==> src/ncmm_pkg.sv <==
// Shared types and constants of the named channel mailbox.
package ncmm_pkg;

  localparam int Channels     = 16;
  localparam int QueueDepth   = 16;
  localparam int MessageBytes = 64;
  localparam int NameChars    = 8;

  localparam int ChW   = $clog2(Channels);
  localparam int QW    = $clog2(QueueDepth);
  localparam int SlotW = ChW + QW;
  localparam int BW    = $clog2(MessageBytes);
  localparam int LenW  = BW + 1;
  localparam int CntW  = $clog2(QueueDepth + 1);
  localparam int TotW  = $clog2(Channels + 1);

  localparam logic [2:0] ModeCreate = 3'd0;
  localparam logic [2:0] ModeFind   = 3'd1;
  localparam logic [2:0] ModeSend   = 3'd2;
  localparam logic [2:0] ModeRecv   = 3'd3;
  localparam logic [2:0] ModeCount  = 3'd4;

  localparam logic [2:0] StOk       = 3'd0;
  localparam logic [2:0] StBadArg   = 3'd1;
  localparam logic [2:0] StBadChan  = 3'd2;
  localparam logic [2:0] StFull     = 3'd3;
  localparam logic [2:0] StEmpty    = 3'd4;
  localparam logic [2:0] StSmall    = 3'd5;
  localparam logic [2:0] StNoSlot   = 3'd6;
  localparam logic [2:0] StNotFound = 3'd7;

  // Command from controller to datapath.
  typedef struct packed {
    logic load;      // capture the request
    logic scan_step; // compare one channel key
    logic send_exec; // perform the send byte and commit
    logic create_do; // claim the channel found by the scan
    logic rd_start;  // issue read of length and sender
    logic rd_step;   // advance the payload read pointer
    logic rd_pop;    // pop the head message
    logic copy_step; // move one assembled byte toward its queue slot
  } ncmm_cmd_t;

  // Status from datapath to controller.
  typedef struct packed {
    logic scan_done;
    logic rd_last;
    logic send_commit;
    logic copy_last;
  } ncmm_sts_t;

endpackage

==> src/ncmm_ctrl.sv <==
// Controller state machine of the named channel mailbox.
module ncmm_ctrl import ncmm_pkg::*; (
  input  logic      clk_i,
  input  logic      rst_ni,
  input  logic      in_valid_i,
  output logic      in_ready_o,
  input  logic [2:0] mode_i,
  input  logic      res_free_i,
  input  ncmm_sts_t sts_i,
  input  logic      recv_ok_i,
  output ncmm_cmd_t cmd_o,
  output logic      emit_o
);
  typedef enum logic [2:0] {
    S_IDLE, S_SCAN, S_DECIDE, S_RDA, S_RDB, S_STREAM, S_COPY
  } state_e;

  state_e state_q, state_d;
  logic [2:0] mode_q;

  // Next state and commands.
  always_comb begin
    state_d = state_q;
    cmd_o = '0;
    emit_o = 1'b0;
    in_ready_o = 1'b0;
    case (state_q)
      S_IDLE: begin
        in_ready_o = 1'b1;
        if (in_valid_i) begin
          cmd_o.load = 1'b1;
          state_d = S_SCAN;
        end
      end
      S_SCAN: begin
        if (mode_q == ModeCreate || mode_q == ModeFind) begin
          cmd_o.scan_step = 1'b1;
          if (sts_i.scan_done) state_d = S_DECIDE;
        end else begin
          state_d = S_DECIDE;
        end
      end
      S_DECIDE: begin
        if (mode_q == ModeRecv) begin
          if (recv_ok_i) begin
            cmd_o.rd_start = 1'b1;
            state_d = S_RDA;
          end else if (res_free_i) begin
            emit_o = 1'b1;
            state_d = S_IDLE;
          end
        end else if (res_free_i) begin
          emit_o = 1'b1;
          cmd_o.send_exec = (mode_q == ModeSend);
          cmd_o.create_do = (mode_q == ModeCreate);
          state_d = (mode_q == ModeSend && sts_i.send_commit) ? S_COPY : S_IDLE;
        end
      end
      S_RDA: state_d = S_RDB;
      S_RDB: begin
        cmd_o.rd_pop = 1'b1;
        state_d = S_STREAM;
      end
      S_STREAM: begin
        if (res_free_i) begin
          emit_o = 1'b1;
          cmd_o.rd_step = 1'b1;
          if (sts_i.rd_last) state_d = S_IDLE;
        end
      end
      // A committed message is moved into its queue slot one byte per cycle.
      S_COPY: begin
        cmd_o.copy_step = 1'b1;
        if (sts_i.copy_last) state_d = S_IDLE;
      end
      default: state_d = S_IDLE;
    endcase
  end

  always_ff @(posedge clk_i or negedge rst_ni) begin
    if (!rst_ni) begin
      state_q <= S_IDLE;
      mode_q <= ModeCreate;
    end else begin
      state_q <= state_d;
      if (cmd_o.load) mode_q <= mode_i;
    end
  end
endmodule

==> config.mk <==
export PLATFORM = sky130hd
export DESIGN_NAME = ncmm_ctrl
export DESIGN_NICKNAME = d
export VERILOG_FILES = /design/src/ncmm_pkg.sv /design/src/ncmm_ctrl.sv
export SDC_FILE = /design/constraint.sdc
export NUM_CORES = 1
export LEC_CHECK = 0
export CAP_MARGIN = 25
export CORE_AREA = 2 2 39 41
export CTS_BUF_LIST = sky130_fd_sc_hd__clkbuf_16
export DETAILED_ROUTE_END_ITERATION = 12
export DIE_AREA = 0 0 41 43
export DONT_BUFFER_PORTS = 1
export HOLD_SLACK_MARGIN = 0.03
export PLACE_DENSITY = 0.51
export SETUP_SLACK_MARGIN = 0.05
export SYNTH_ARGS = -nofsm -noshare
export SYNTH_HDL_FRONTEND = slang
export SYNTH_SLANG_ARGS = --single-unit
==> constraint.sdc <==
create_clock -name clk_i -period 3.75 [get_ports clk_i]
set_input_delay 0.75 -clock clk_i [delete_from_list [all_inputs] [get_ports clk_i]]
set_output_delay 0.75 -clock clk_i [all_outputs]
set_load 0.005 [all_outputs]
==> results.sh <==
export IMPL_first_pass_iters=4
export IMPL_clkTransAtPathRegs_ps=30
export IMPL_synth_cell_types=27
export IMPL_area_growth_pct=13.8
export IMPL_yosysSeqAreaShare_pct=31.2
export IMPL_slew_headroom_pct=72.2
export IMPL_grt_pass1_vias=360
export IMPL_power_total_uw=507
export IMPL_max_cap_violations=0
export IMPL_htreeDepth=1
export IMPL_start_util_pct=34.8
export IMPL_setup_viol=0
export IMPL_synth_warnings=0
export IMPL_drive_gt1_share_pct=22.0
export IMPL_vias_per_cell=5.95
export IMPL_antenna_found_initial=0
export IMPL_place_gp_congestion=0.710
export IMPL_wl_per_cell_um=16.2
export IMPL_seq_area_um2=150
export IMPL_setup_tns_ps=0
export IMPL_finalHoldViolCount=0
export IMPL_drc=0
export IMPL_die_h_um=43
export IMPL_vias=393
export IMPL_start_kind="register"
export IMPL_rows=14
export IMPL_holdCritPathClass="input port to async pin"
export IMPL_postCtsSetupRepairBufs=0
export IMPL_slew_viol_final=0
export IMPL_insertion_delay_ps=230
export IMPL_fmax_mhz=462
export IMPL_antenna_cells=0
export IMPL_worst_path_largest_cell_delay_ps=550
export IMPL_drt_total_wl_mm=1.07
export IMPL_postCtsHoldBufs=0
export IMPL_synthesis_nets=63
export IMPL_gr_total_overflow=0
export IMPL_period_minus_slack_ps=2170
export IMPL_syn_area_um2=482
export IMPL_grt_max_degree=15
export IMPL_startpoint="state_q[0]"
export IMPL_r2r_start="state_q[1]"
export IMPL_synth_seq_cells=6
export IMPL_post_place_cells=63
export IMPL_synth_flop_cell="dfrtp_1"
export IMPL_drtIter0Drc=6
export IMPL_rsz0062_at_grt="no"
export IMPL_path_class="register to output pin"
export IMPL_clock_sinks=6
export IMPL_cts_buffer_depth=2
export IMPL_syn_instance_count=51
export IMPL_fillerInstances=137
export IMPL_powerDensity_nw_per_um2=925
export IMPL_synth_top_cell_by_area="dfrtp_1"
export IMPL_nNetsFinal=64
export IMPL_post_route_period_util_pct=57.8
export IMPL_crit_chain="or3b_4, nor3_1"
export IMPL_r2r_slack_ps=2230
export IMPL_cp_slowest_cell="dfrtp_1"
export IMPL_core_um2=1380
export IMPL_syn_area_per_cell_um2=9.45
export IMPL_yosysTopAreaCellShare_pct=31.2
export IMPL_path_max_fanout=12
export IMPL_grt_pass1_wl_mm=1.62
export IMPL_dieWidth_um=41
export IMPL_post_dp_hpwl_um=774
export IMPL_tightest_slew_ps=417
export IMPL_worstPathArrival_ps=1420
export IMPL_ioPinCount=22
export IMPL_synth_edf_count=0
export IMPL_grt_usage_pct=14.1
export IMPL_cts_buffers_inserted=3
export IMPL_synthTopCellsByArea="dfrtp_1 (31%), mux2_4 (9.4%), nor3_1 (6.2%), and4b_1 (4.2%), nor2_1 (3.9%)"
export IMPL_outcome="completed"
export IMPL_end_kind="output pin"
export IMPL_ant_nets=0
export IMPL_fin_cells=66
export IMPL_synthArstFlopShare_pct=100
export IMPL_die_area_um2=1760
export IMPL_cts_tree="built"
export IMPL_multi_input_area_um2=303
export IMPL_leakage_nw=0.214
export IMPL_timing_hold_ws_ps=217
export IMPL_fin_worst_skew_ps=2.88
export IMPL_port_buffers=0
export IMPL_ctsRootBufferMaster="clkbuf_16"
export IMPL_cts_resized=0
export IMPL_ir_drop_uv=513
export IMPL_cp_required_ps=3000
export IMPL_final_util_pct=39.6
## state kept, by name (all words and copies together), names as in the netlist
register	flops
state_q	3
mode_q	3
## worst paths after layout
check                                  end  cells after the start
worst min-delay path            state_q[1]                      0
worst max-delay path              cmd_o[6]                      2
min in group clk_i               mode_q[0]                      1
max in group asynchronous        mode_q[0]                      0
worst min register to register   mode_q[0]                      1
worst max register to register   mode_q[2]                      3
## synthesized netlist by cell type (2+ instances only)
| master | number |
|---|---|
| a21oi_1 | 2 |
| nor3_1 | 6 |
| and4b_1 | 2 |
| nand3b_1 | 2 |
| a31oi_1 | 2 |
| nor2_1 | 5 |
| o21ai_1 | 3 |
| nor2b_1 | 2 |
| dfrtp_1 | 6 |
| mux2_4 | 3 |
| buf_2 | 2 |
## kinds of logic (layout without fill, tap and decap cells)
kind of cell | count (synthesis) | count (layout) | share of synthesized area [%]
multiplexers | 4 | 4 | 11.7
buffers and inverters | 4 | 3 | 5.97
AND/OR/NAND/NOR | 26 | 26 | 36.9
flip-flops | 6 | 6 | 31.2
AO/OA/AOI/OAI | 11 | 11 | 14.3
## per-layer routing
metal	routed length [µm]	part of all wire, %	global-route usage (%)	up-vias
met5	0	0	0	-
met4	21	2.0	6.00	0
met3	91	8.5	8.38	3
met2	495	46	18.8	16
met1	465	43	17.9	184
li1	-	-	-	190
## power by group
group,internal [mW],switching [mW]
logic,0.0985,0.0657
clock network,0.137,0.0351
registers,0.0960,0.0748
## cells in the final DEF (no fill, tap or decap), types with 2 or more instances in the layout
master,Yosys,layout
a21oi_1,2,2
a31oi_1,2,2
and4b_1,2,2
clkbuf_16,0,3
dfrtp_1,6,6
mux2_4,3,3
nand3b_1,2,2
nor2_1,5,5
nor2b_1,2,2
nor3_1,6,6
o21ai_1,3,3
## per-stage QoR
step | worst slack, ps | area, µm²
2_1_floorplan | 1870 | 482
5_1_grt | 1460 | 548
3_3_place_gp | 1810 | 473
6_report | 1580 | 548
4_1_cts | 1560 | 548
3_5_place_dp | 1810 | 473
## worst max-delay path, delay by kind of cell, from the launching register on
family	cells	cell delay [ps]
flip-flops	1	550
AND/OR/NAND/NOR	2	630
## final cells by class
class                   count  area share, %
flip-flops and latches      6           27.4
multi-input cells          41           55.3
clock buffers               3           13.7
well taps                  16           3.65
Power figures use the tool's default switching activity.
